--- config.mk ---
export PLATFORM = sky130hd
export DESIGN_NAME = priority_preemptive_task_scheduler_core_flat
export DESIGN_NICKNAME = d
export VERILOG_FILES = /design/src/hw/rtl/ppts_pkg.sv /design/src/hw/rtl/ppts_if.sv /design/src/hw/rtl/priority_preemptive_task_scheduler_core.sv /design/src/hw/rtl/ppts_ram.sv /design/src/flat_wrapper.sv
export SDC_FILE = /design/constraint.sdc
export NUM_CORES = 2
export LEC_CHECK = 0
export BUFFER_PORTS_ARGS = -buffer_cell sky130_fd_sc_hd__buf_2
export CORE_MARGIN = 2
export CORE_UTILIZATION = 44
export DETAILED_ROUTE_END_ITERATION = 10
export SYNTH_ARGS = -nofsm -noshare
export SYNTH_HDL_FRONTEND = slang
export SYNTH_SLANG_ARGS = --single-unit
--- constraint.sdc ---
create_clock -name i_clk -period 13.6 [get_ports i_clk]
set_input_delay 2.72 -clock i_clk [delete_from_list [all_inputs] [get_ports i_clk]]
set_output_delay 2.72 -clock i_clk [all_outputs]
set_load 0.02 [all_outputs]
--- src/hw/rtl/ppts_pkg.sv ---
`timescale 1ns / 1ps
// ----------------------------------------------------------------------------
// ppts_pkg
// Shared codes, event and result beat layouts for the task scheduler.
// ----------------------------------------------------------------------------
package ppts_pkg;

    localparam logic [1:0] KIND_TICK   = 2'd0;
    localparam logic [1:0] KIND_CREATE = 2'd1;
    localparam logic [1:0] KIND_SLEEP  = 2'd2;
    localparam logic [1:0] KIND_DELETE = 2'd3;

    localparam logic [1:0] ST_READY    = 2'd0;
    localparam logic [1:0] ST_RUNNING  = 2'd1;
    localparam logic [1:0] ST_SLEEPING = 2'd2;
    localparam logic [1:0] ST_REMOVED  = 2'd3;

    localparam logic [1:0] ERR_OK       = 2'd0;
    localparam logic [1:0] ERR_OCCUPIED = 2'd1;
    localparam logic [1:0] ERR_NO_RUN   = 2'd2;

    localparam logic [14:0] ID_MAX = 15'h7FFF;

    localparam int PRIO_W  = 8;
    localparam int STAMP_W = 16;

    typedef struct packed {
        logic [1:0]  kind;
        logic [3:0]  task_slot;
        logic [7:0]  priority_req;
        logic        privileged;
        logic [31:0] delay_ticks;
        logic        sleep_forever;
        logic        slice_end;
    } t_item;

    typedef struct packed {
        logic [3:0]         run_slot;
        logic               run_valid;
        logic               switch_request;
        logic signed [15:0] new_task_id;
        logic [1:0]         error;
    } t_result;

endpackage

--- src/hw/rtl/ppts_if.sv ---
`timescale 1ns / 1ps
// ----------------------------------------------------------------------------
// ppts_item_if / ppts_result_if
// Valid/ready channels carrying one scheduler event or one scheduler result.
// ----------------------------------------------------------------------------
interface ppts_item_if import ppts_pkg::*; ();
    logic  valid;
    logic  ready;
    t_item data;
    modport source (output valid, output data, input ready);
    modport sink   (input valid, input data, output ready);
endinterface

interface ppts_result_if import ppts_pkg::*; ();
    logic    valid;
    logic    ready;
    t_result data;
    modport source (output valid, output data, input ready);
    modport sink   (input valid, input data, output ready);
endinterface

--- src/hw/rtl/priority_preemptive_task_scheduler_core.sv ---
`timescale 1ns / 1ps
// ----------------------------------------------------------------------------
// priority_preemptive_task_scheduler_core
// Event-driven task scheduler: ticks, create, sleep and delete events update a
// slot table held in RAM; every event yields one beat naming the task to run.
// ----------------------------------------------------------------------------
// Usage:
//   s_item   : event beats (kind, slot, priority, delay, flags). One at a time.
//   m_result : one result beat per event (run slot, switch request, id, error).
//   APB      : register 0 at byte address 0 holds scheduling_enabled; write it
//              only while the block is idle.
// Sequencing:
//   A sequencer walks the slot RAM, one slot read per cycle. A rejected create,
//   a create with scheduling disabled and a sleep or delete with no running
//   task skip the scans and go straight to the result state. Any other event
//   runs one selection scan, plus a successor scan when a time slice is pending
//   and the running task stays ready, then commit and result. A tick first runs
//   the wake sweep, one scan per woken task plus a last scan finding nothing.
//   The slot RAM has a single read port.
// Reset: the slot-used bits, running task, tick count and stamp counter clear
//   at once and the id counter restarts at 1; the slot RAM is left as is and a
//   slot is always written on create before its contents are used.
// Stall: the result waits in an output register; the next event is accepted
//   in the cycle after that beat has been taken, at the earliest.
// ----------------------------------------------------------------------------
module priority_preemptive_task_scheduler_core
    import ppts_pkg::*;
#(
    parameter int TASK_SLOTS = 16,
    parameter int TICK_WIDTH = 32
) (
    input  logic        i_clk,
    input  logic        i_rst_n,
    ppts_item_if.sink   s_item,
    ppts_result_if.source m_result,
    input  logic        psel,
    input  logic        penable,
    input  logic        pwrite,
    input  logic [1:0]  paddr,
    input  logic [31:0] pwdata,
    output logic [31:0] prdata,
    output logic        pready
);
    localparam int SW = $clog2(TASK_SLOTS);
    localparam int CW = $clog2(TASK_SLOTS + 1);
    // slot record: priority, status, deadline, no-wake flag, stamp
    localparam int RW = PRIO_W + 2 + TICK_WIDTH + 1 + STAMP_W;
    localparam logic [TICK_WIDTH-1:0] TICK_MAX = '1;

    // sequencer states
    localparam logic [2:0] S_IDLE   = 3'd0;
    localparam logic [2:0] S_WAKE   = 3'd1;
    localparam logic [2:0] S_PICK   = 3'd2;
    localparam logic [2:0] S_PICK2  = 3'd3;
    localparam logic [2:0] S_COMMIT = 3'd4;
    localparam logic [2:0] S_DONE   = 3'd5;

    typedef struct packed {
        logic [PRIO_W-1:0]     prio;
        logic [1:0]            status;
        logic [TICK_WIDTH-1:0] deadline;
        logic                  no_wake;
        logic [STAMP_W-1:0]    stamp;
    } t_slot;

    // ---------------------------------------------------------------- APB
    logic r_sched_en;
    assign pready = 1'b1;
    assign prdata = {31'd0, r_sched_en};

    // ---------------------------------------------------------------- state
    logic [2:0]            r_state;
    logic [TASK_SLOTS-1:0] r_used;
    logic [SW-1:0]         r_run_slot;
    logic                  r_run_valid;
    logic                  r_preempt;
    logic [TICK_WIDTH-1:0] r_tick;
    logic [14:0]           r_next_id;
    logic [STAMP_W-1:0]    r_stamp_ctr;
    t_item                 r_item;
    t_result               r_res;
    logic                  r_res_valid;

    // scan bookkeeping
    logic [CW-1:0]         r_cnt;       // address being issued
    logic                  r_rd_vld;    // read data in flight
    logic [SW-1:0]         r_rd_addr;
    logic                  r_best_vld;
    logic [SW-1:0]         r_best;
    t_slot                 r_best_rec;
    t_slot                 r_run_rec;   // record of running slot (captured in scan)
    logic                  r_run_seen;
    logic                  r_sw;

    // RAM
    logic                  ram_we;
    logic [SW-1:0]         ram_waddr;
    t_slot                 ram_wdata;
    logic [SW-1:0]         ram_raddr;
    logic [RW-1:0]         ram_rdata;
    t_slot                 rd;

    ppts_ram #(.WIDTH(RW), .DEPTH(TASK_SLOTS)) u_slots (
        .i_clk  (i_clk),
        .i_we   (ram_we),
        .i_waddr(ram_waddr),
        .i_wdata(ram_wdata),
        .i_raddr(ram_raddr),
        .o_rdata(ram_rdata)
    );
    assign rd = t_slot'(ram_rdata);
    assign ram_raddr = r_cnt[SW-1:0];

    assign s_item.ready   = (r_state == S_IDLE) && !r_res_valid;
    assign m_result.valid = r_res_valid;
    assign m_result.data  = r_res;

    wire accept  = s_item.valid && s_item.ready;
    wire [SW-1:0] acc_slot = SW'(s_item.data.task_slot);
    wire scan_end = r_rd_vld && (r_rd_addr == SW'(TASK_SLOTS - 1));
    wire rd_used = r_used[r_rd_addr];
    wire rd_ready_set = rd_used && (rd.status == ST_READY || rd.status == ST_RUNNING);

    // wake candidate comparison
    wire wake_cand = rd_used && rd.status == ST_SLEEPING && !rd.no_wake &&
                     rd.deadline <= r_tick;
    wire wake_better = !r_best_vld || rd.deadline < r_best_rec.deadline ||
                       (rd.deadline == r_best_rec.deadline &&
                        rd.stamp > r_best_rec.stamp);
    // best ready comparison
    wire pick_better = !r_best_vld || rd.prio < r_best_rec.prio ||
                       (rd.prio == r_best_rec.prio && rd.stamp > r_best_rec.stamp);
    // time-slice successor comparison against running record
    wire succ_cand = rd_ready_set && r_rd_addr != r_run_slot &&
                     rd.prio == r_run_rec.prio && rd.stamp < r_run_rec.stamp;
    wire succ_better = !r_best_vld || rd.stamp > r_best_rec.stamp;

    wire run_is_rd = r_run_valid && r_rd_addr == r_run_slot;

    always_comb begin
        ram_we    = 1'b0;
        ram_waddr = r_run_slot;
        ram_wdata = r_run_rec;
        if (accept && s_item.data.kind == KIND_CREATE &&
            !r_used[acc_slot] &&
            ({28'd0, s_item.data.task_slot} < 32'(TASK_SLOTS))) begin
            ram_we    = 1'b1;
            ram_waddr = acc_slot;
            ram_wdata = '{prio: s_item.data.priority_req, status: ST_READY,
                          deadline: '0, no_wake: 1'b0, stamp: r_stamp_ctr};
        end else if (accept && s_item.data.kind == KIND_SLEEP && r_run_valid &&
                     r_used[r_run_slot]) begin
            // the sleeping record is written during the scan, from the record read there
            ram_we = 1'b0;
        end else if (r_state == S_WAKE && scan_end && (r_best_vld ||
                     (wake_cand && wake_better))) begin
            ram_we    = 1'b1;
            ram_waddr = (wake_cand && wake_better) ? r_rd_addr : r_best;
            ram_wdata = (wake_cand && wake_better) ? rd : r_best_rec;
            ram_wdata.status   = ST_READY;
            ram_wdata.deadline = '0;
            ram_wdata.stamp    = r_stamp_ctr;
        end else if (r_state == S_COMMIT && r_best_vld) begin
            ram_we    = 1'b1;
            ram_waddr = r_best;
            ram_wdata = r_best_rec;
            ram_wdata.status = ST_RUNNING;
        end else if (r_state == S_DONE && r_sw && r_run_seen &&
                     r_run_rec.status == ST_RUNNING) begin
            // demote previous running task
            ram_we    = 1'b1;
            ram_waddr = r_rd_addr;
            ram_wdata = r_run_rec;
            ram_wdata.status = ST_READY;
        end else if (r_state == S_PICK && r_rd_vld && run_is_rd &&
                     r_item.kind == KIND_SLEEP && rd.status == ST_RUNNING &&
                     r_res.error == ERR_OK && !r_run_seen) begin
            // apply the sleep to the running record as it streams by
            ram_we    = 1'b1;
            ram_waddr = r_rd_addr;
            ram_wdata = rd;
            ram_wdata.status  = ST_SLEEPING;
            ram_wdata.no_wake = r_item.sleep_forever;
            ram_wdata.stamp   = r_stamp_ctr;
            if (r_item.sleep_forever ||
                {1'b0, r_item.delay_ticks} > {1'b0, TICK_MAX - r_tick})
                ram_wdata.deadline = TICK_MAX;
            else
                ram_wdata.deadline = r_tick + TICK_WIDTH'(r_item.delay_ticks);
        end
    end

    // ---------------------------------------------------------------- sequencer
    always_ff @(posedge i_clk) begin
        if (!i_rst_n) begin
            r_state     <= S_IDLE;
            r_sched_en  <= 1'b0;
            r_used      <= '0;
            r_run_slot  <= '0;
            r_run_valid <= 1'b0;
            r_preempt   <= 1'b0;
            r_tick      <= '0;
            r_next_id   <= 15'd1;
            r_stamp_ctr <= '0;
            r_res_valid <= 1'b0;
            r_rd_vld    <= 1'b0;
            r_cnt       <= '0;
            r_best_vld  <= 1'b0;
            r_run_seen  <= 1'b0;
            r_sw        <= 1'b0;
        end else begin
            if (psel && penable && pwrite && paddr == 2'd0)
                r_sched_en <= pwdata[0];
            if (m_result.valid && m_result.ready)
                r_res_valid <= 1'b0;

            // pipeline of the read port: address issued now returns next cycle
            r_rd_vld  <= (r_state != S_IDLE && r_state != S_COMMIT &&
                          r_state != S_DONE) && (r_cnt < CW'(TASK_SLOTS));
            r_rd_addr <= r_cnt[SW-1:0];
            if (r_state != S_IDLE && r_cnt < CW'(TASK_SLOTS))
                r_cnt <= r_cnt + 1'b1;

            case (r_state)
                S_IDLE: begin
                    if (accept) begin
                        r_item      <= s_item.data;
                        r_cnt       <= '0;
                        r_best_vld  <= 1'b0;
                        r_run_seen  <= 1'b0;
                        r_res.new_task_id <= '0;
                        r_res.error <= ERR_OK;
                        case (s_item.data.kind)
                            KIND_TICK: begin
                                r_tick <= r_tick + 1'b1;
                                if (s_item.data.slice_end) r_preempt <= 1'b1;
                                r_state <= S_WAKE;
                            end
                            KIND_CREATE: begin
                                if ({28'd0, s_item.data.task_slot} >= 32'(TASK_SLOTS) ||
                                    r_used[acc_slot]) begin
                                    r_res.error <= ERR_OCCUPIED;
                                    r_sw    <= 1'b0;
                                    r_state <= S_DONE;
                                end else begin
                                    r_used[acc_slot] <= 1'b1;
                                    r_stamp_ctr <= r_stamp_ctr + 1'b1;
                                    r_res.new_task_id <= s_item.data.privileged ?
                                        -$signed({1'b0, r_next_id}) :
                                        $signed({1'b0, r_next_id});
                                    r_next_id <= (r_next_id >= ID_MAX) ? 15'd1 :
                                                 r_next_id + 1'b1;
                                    r_sw    <= 1'b0;
                                    r_state <= r_sched_en ? S_PICK : S_DONE;
                                end
                            end
                            default: begin
                                if (!r_run_valid || !r_used[r_run_slot]) begin
                                    r_res.error <= ERR_NO_RUN;
                                    r_sw    <= 1'b0;
                                    r_state <= S_DONE;
                                end else begin
                                    if (s_item.data.kind == KIND_DELETE)
                                        r_used[r_run_slot] <= 1'b0;
                                    r_state <= S_PICK;
                                end
                            end
                        endcase
                    end
                end
                S_WAKE: begin
                    if (r_rd_vld && wake_cand && wake_better) begin
                        r_best_vld <= 1'b1;
                        r_best     <= r_rd_addr;
                        r_best_rec <= rd;
                    end
                    if (scan_end) begin
                        r_cnt      <= '0;
                        r_best_vld <= 1'b0;
                        if (r_best_vld || (wake_cand && wake_better))
                            r_stamp_ctr <= r_stamp_ctr + 1'b1;
                        else
                            r_state <= S_PICK;
                    end
                end
                S_PICK: begin
                    if (r_rd_vld) begin
                        if (run_is_rd) begin
                            r_run_seen <= 1'b1;
                            r_run_rec  <= rd;
                            if (r_item.kind == KIND_SLEEP && r_res.error == ERR_OK &&
                                !r_run_seen) begin
                                r_run_rec.status <= ST_SLEEPING;
                                r_stamp_ctr <= r_stamp_ctr + 1'b1;
                            end
                        end
                        if (rd_ready_set && !(run_is_rd && (r_item.kind == KIND_SLEEP ||
                            r_item.kind == KIND_DELETE)) && pick_better) begin
                            r_best_vld <= 1'b1;
                            r_best     <= r_rd_addr;
                            r_best_rec <= rd;
                        end
                    end
                    if (scan_end) begin
                        r_cnt <= '0;
                        // time slice: look for a successor when the running task stays
                        if (r_preempt && r_run_valid && r_item.kind != KIND_SLEEP &&
                            r_item.kind != KIND_DELETE &&
                            (run_is_rd ? rd_ready_set :
                             (r_run_seen && r_used[r_run_slot] &&
                              (r_run_rec.status == ST_READY ||
                               r_run_rec.status == ST_RUNNING))))
                            r_state <= S_PICK2;
                        else
                            r_state <= S_COMMIT;
                    end
                end
                S_PICK2: begin
                    if (r_rd_vld && succ_cand && (r_state == S_PICK2) &&
                        (!r_run_seen || 1'b1)) begin
                        // reuse best slot: first successor hit replaces the pick
                        if (!r_sw || succ_better) begin
                            r_sw       <= 1'b1;
                            r_best     <= r_rd_addr;
                            r_best_rec <= rd;
                        end
                    end
                    if (scan_end) r_state <= S_COMMIT;
                end
                S_COMMIT: begin
                    // r_best_vld: any ready task found
                    r_rd_addr <= r_run_slot;
                    if (!r_best_vld) begin
                        r_sw <= r_run_valid;
                        if (r_run_valid) begin
                            r_run_valid <= 1'b0;
                            r_run_slot  <= '0;
                            r_preempt   <= 1'b0;
                        end
                    end else begin
                        r_sw <= !(r_run_valid && r_run_slot == r_best);
                        if (!(r_run_valid && r_run_slot == r_best)) begin
                            r_run_valid <= 1'b1;
                            r_run_slot  <= r_best;
                            r_preempt   <= 1'b0;
                        end
                    end
                    r_state <= S_DONE;
                end
                S_DONE: begin
                    r_res.run_slot       <= 4'(r_run_slot);
                    r_res.run_valid      <= r_run_valid;
                    r_res.switch_request <= r_sw;
                    r_res_valid          <= 1'b1;
                    r_sw                 <= 1'b0;
                    r_run_seen           <= 1'b0;
                    r_state              <= S_IDLE;
                end
                default: r_state <= S_IDLE;
            endcase
        end
    end

    // ---------------------------------------------------------------- checks
    property p_one_item;
        @(posedge i_clk) disable iff (!i_rst_n)
            (r_state != S_IDLE) |-> !s_item.ready;
    endproperty
    a_one_item: assert property (p_one_item) else $error("item accepted while busy");

    property p_result_after_done;
        @(posedge i_clk) disable iff (!i_rst_n)
            (r_state == S_DONE) |=> r_res_valid;
    endproperty
    a_result_after_done: assert property (p_result_after_done)
        else $error("result missing after event");

    property p_run_used;
        @(posedge i_clk) disable iff (!i_rst_n)
            (r_state == S_DONE && r_run_valid) |-> r_used[r_run_slot];
    endproperty
    a_run_used: assert property (p_run_used) else $error("running slot not in use");

endmodule

--- src/hw/rtl/ppts_ram.sv ---
`timescale 1ns / 1ps
// ----------------------------------------------------------------------------
// ppts_ram
// Generic single-write, single-read synchronous RAM with registered read.
// ----------------------------------------------------------------------------
module ppts_ram #(
    parameter int WIDTH = 8,
    parameter int DEPTH = 16
) (
    input  logic                     i_clk,
    input  logic                     i_we,
    input  logic [$clog2(DEPTH)-1:0] i_waddr,
    input  logic [WIDTH-1:0]         i_wdata,
    input  logic [$clog2(DEPTH)-1:0] i_raddr,
    output logic [WIDTH-1:0]         o_rdata
);
    logic [WIDTH-1:0] r_mem [DEPTH];
    logic [WIDTH-1:0] r_rdata;

    always_ff @(posedge i_clk) begin
        if (i_we) begin
            r_mem[i_waddr] <= i_wdata;
        end
        r_rdata <= r_mem[i_raddr];
    end

    assign o_rdata = r_rdata;
endmodule
--- src/flat_wrapper.sv ---
// flat-port wrapper written by rule: the top's interface ports become plain ports
module priority_preemptive_task_scheduler_core_flat import ppts_pkg::*;
#(
    parameter int TASK_SLOTS = 16,
    parameter int TICK_WIDTH = 32
)
  (i_clk, i_rst_n, psel, penable, pwrite, paddr, pwdata, prdata, pready, s_item_valid, s_item_data, s_item_ready, m_result_valid, m_result_data, m_result_ready);
  ppts_item_if s_item_i ();
  ppts_result_if m_result_i ();
  input  logic i_clk;
  input  logic i_rst_n;
  input  logic psel;
  input  logic penable;
  input  logic pwrite;
  input  logic [1:0] paddr;
  input  logic [31:0] pwdata;
  output logic [31:0] prdata;
  output logic pready;
  input wire logic [$bits(s_item_i.valid)-1:0] s_item_valid;
  input wire logic [$bits(s_item_i.data)-1:0] s_item_data;
  output wire logic [$bits(s_item_i.ready)-1:0] s_item_ready;
  output wire logic [$bits(m_result_i.valid)-1:0] m_result_valid;
  output wire logic [$bits(m_result_i.data)-1:0] m_result_data;
  input wire logic [$bits(m_result_i.ready)-1:0] m_result_ready;
  assign s_item_i.valid = s_item_valid;
  assign s_item_i.data = s_item_data;
  assign s_item_ready = s_item_i.ready;
  assign m_result_valid = m_result_i.valid;
  assign m_result_data = m_result_i.data;
  assign m_result_i.ready = m_result_ready;
  priority_preemptive_task_scheduler_core #(.TASK_SLOTS(TASK_SLOTS), .TICK_WIDTH(TICK_WIDTH)) u_core (.i_clk(i_clk), .i_rst_n(i_rst_n), .s_item(s_item_i), .m_result(m_result_i), .psel(psel), .penable(penable), .pwrite(pwrite), .paddr(paddr), .pwdata(pwdata), .prdata(prdata), .pready(pready));
endmodule
==> flow_summary_export.csv <==
group,metric,value,unit
logic_synthesis,async_flop_share,0,%
final_layout,layout.cells.non_filler,5058,
logic_synthesis,avgSynthCellArea,17.1,µm²
timing,hold_viol_final,0,
die,start_util,44.5,%
die,die_h,356,µm
timing,worstMarginPinSlew,1360,ps
route,drtPass1Iterations,8,
die,rows,128,
timing,post-route-period-util,57.7,%
die,dieArea,126000,µm²
logic_synthesis,ys_seq_area_share,68.1,%
critical_path,crit_fanout,32,
critical_path,r2r.worst_path.cells,9,
placement,dp.cells,4818,
run,max_cap_viol_count,0,
logic_synthesis,synth-main-ff-cell,"edfxtp_1",
final_layout,fillers,9856,
pwr,leakagePower,20.2,nW
logic_synthesis,synthCells,3181,
route,via_count,29700,
timing,fin_crit,7840,ps
global_routing,grt_pass1_wl,196000,µm
placement,place_hpwl,78800,µm
critical_path,crit_path_start_kind,"input port",
final_layout,syn_to_final_growth,12.5,%
logic_synthesis,synth-edff-count,1127,
timing,fin_ws,5760,ps
placement,dpl_cell_area,56800,µm²
route,drc,0,
final_layout,final_cell_mix,"edfxtp_1 (1127), mux4_2 (308), dfxtp_1 (154)",
timing,tns,0,ps
logic_synthesis,synth_top_family_by_area,"multiplexers",
logic_synthesis,synth_compound_area_share,5.61,%
route,vias_per_cell,5.88,
critical_path,r2r_setup_slack,7340,ps
final_layout,antenna_cells,0,
logic_synthesis,synthAdderAreaFrac,3.28,%
logic_synthesis,synthSimpleGateAreaFrac,5.60,%
logic_synthesis,yosys_warnings,0,
logic_synthesis,ys_ff_latch,1285,
clocking,cts_hold_buf,0,
route,drt-total-wl,132000,µm
critical_path,critPathKind,"input port to flop",
route,ant_nets,0,
pwr,peakVddDrop,0.000144,V
clocking,cts_root_buf,"clkbuf_16",
critical_path,r2r-end,"u_core.u_slots.r_mem[0][0]",
logic_synthesis,yosys.area_share.xor_xnor,1.76,%
die,pin_count,149,
outcome,status,"complete, no violations",
critical_path,cp-end-kind,"flop",
route,wl_per_cell,26.1,µm
placement,io_buffer_count,85,
critical_path,arrival,8200,ps
min_path,worst_hold_startpoint,"u_core.r_cnt[4]",
timing,slew_headroom,9.25,%
final_layout,fin_nets,3560,
logic_synthesis,syn_area,54400,µm²
clocking,htree_levels,4,
placement,place_congestion,0.848,
final_layout,multi_input_area,16300,µm²
min_path,hold_path_depth,1,
critical_path,crit_family,"simple AND/OR/NAND/NOR gates",
logic_synthesis,synth.distinct_cells,97,
route,drt_iter0_drc,2801,
final_layout,ff_latch_area,37000,µm²
clocking,cts_inserted_buffers,133,
final_layout,fin_area,61200,µm²
critical_path,slowest_stage,"nor3b_4",
die,die_x,356,µm
global_routing,antenna_found_initial,4,
placement,place_ws,4960,ps
critical_path,cp_cell_sequence,"buf_2 -> mux4_2 -> mux2i_1 -> mux2_4 -> nand3_2 -> mux2i_1 -> nand3_1 -> a221o_1 -> nor3b_4 -> buf_4 -> buf_4",
logic_synthesis,post_synth_mux_area_share,13.2,%
clocking,clock-sinks,1285,
clocking,cts-resized-gates,0,
pwr,power_density,170,nW/µm²
final_layout,final_common_cell,"edfxtp_1",
timing,fmax,128,MHz
timing,finalSetupViolations,0,
timing,rsz0062_at_grt,"false",
timing,fin_worst_skew,28.5,ps
global_routing,grtUsageTotal,21.0,%
clocking,clk_pin_slew,60,ps
clocking,cts_setup_buffers,0,
clocking,cts_buffer_depth,3,
critical_path,crit_buf_inv,3,
final_layout,layout-drive-gt1-share,21.4,%
min_path,worstHoldEndpoint,"u_core.r_rd_vld",
timing,slew_viol_final,0,
global_routing,grt_max_degree,157,
critical_path,required,13950,ps
min_path,hold_class,"flop to flop",
global_routing,grt_remaining_overflow,0,
clocking,clk_latency,740,ps
die,core,122000,µm²
critical_path,max_stage_delay,1040,ps
clocking,cts_tree,"yes",
critical_path,r2r-start,"u_core.r_state[0]",
global_routing,grt_pass1_vias,30300,
[synthesized netlist by cell type, types with 16 or more instances]
library cell  count  area, µm²
nor2_1          115        432
nand3_1          48        240
dfxtp_1         158       3160
a21o_1           30        225
a21oi_1         111        556
nand2_1         101        379
a211oi_1         29        218
buf_4            38        285
nor2b_1          21        131
o211ai_1         26        195
ha_1            141       1760
buf_2            17       85.1
and3_1           24        150
mux2i_1          18        180
or3_1            28        175
o21ai_0          84        420
xor2_1           38        333
o22ai_1          20        125
mux4_2          308       6940
nand4_1          34        213
nor3_1           46        230
clkbuf_1         98        368
edfxtp_1       1127      33800
xnor2_1          71        622
inv_1           125        469
buf_1            24       90.1
and2_1           47        294
o21a_1           16        120
[worst max path at each step]
stage / to / startpoint / slack [ps] / cells after the start
6_report: u_core.u_slots.r_mem[0][0] / s_item_data[43] / 5760 / 11
5_1_grt: u_core.u_slots.r_mem[0][0] / s_item_data[43] / 5520 / 11
4_1_cts: u_core.u_slots.r_mem[0][11] / s_item_data[43] / 5740 / 11
3_5_place_dp: u_core.u_slots.r_mem[0][9] / s_item_data[43] / 4960 / 11
3_3_place_gp: u_core.u_slots.r_mem[0][9] / s_item_data[43] / 5010 / 11
2_1_floorplan: u_core.r_best[0] / i_rst_n / 190 / 3
[layout make-up]
cell class,count,share of cell area [%]
Timing Repair Buffer,162,1.66
Tap cell,1625,3.32
Inverter,125,0.767
Multi-Input combinational cell,1621,26.6
Clock inverter,56,1.02
Sequential cell,1285,60.5
Clock buffer,184,6.07
[kinds of logic after synthesis]
group | after synthesis
adders and majority gates | 142
buffers and inverters | 305
and+or+nand+nor | 553
DFF | 1285
other | 2
xor gates and xnor gates | 109
AOI/OAI and AO/OA | 453
muxes | 332
[through the flow]
stage	hold WS, ps	util, %	total power [mW]
final	471	50.1	10.4
after global routing	484	50.1	10.8
after CTS	468	50.0	10.5
after detailed placement	448	46.5	6.87
after global placement	447	46.5	6.81
after floorplan	403	-	6.29
[per-layer routing]
layer	vias to the layer above	wire (µm)	GRT usage [%]
met3	213	8220	3.14
met1	15500	57000	29.3
met2	1107	63400	34.1
li1	12900	-	-
met4	0	3460	6.36
met5	-	0	0
[registers in the layout (all words and copies together) (netlist names), 3 cells and up]
| register | count |
|---|---|
| u_core.m_result.data | 24 |
| u_core.r_best | 4 |
| u_core.r_best_rec | 57 |
| u_core.r_cnt | 5 |
| u_core.r_item | 35 |
| u_core.r_next_id | 15 |
| u_core.r_rd_addr | 4 |
| u_core.r_run_rec | 59 |
| u_core.r_run_slot | 4 |
| u_core.r_stamp_ctr | 16 |
| u_core.r_state | 3 |
| u_core.r_tick | 32 |
| u_core.r_used | 16 |
| u_core.u_slots.o_rdata | 59 |
| u_core.u_slots.r_mem | 944 |
[where the power goes]
part	internal, mW	switching, mW
combinational	0.868	0.990
clock	2.16	1.47
sequential	4.65	0.274
(Power assumes the default switching activity.)
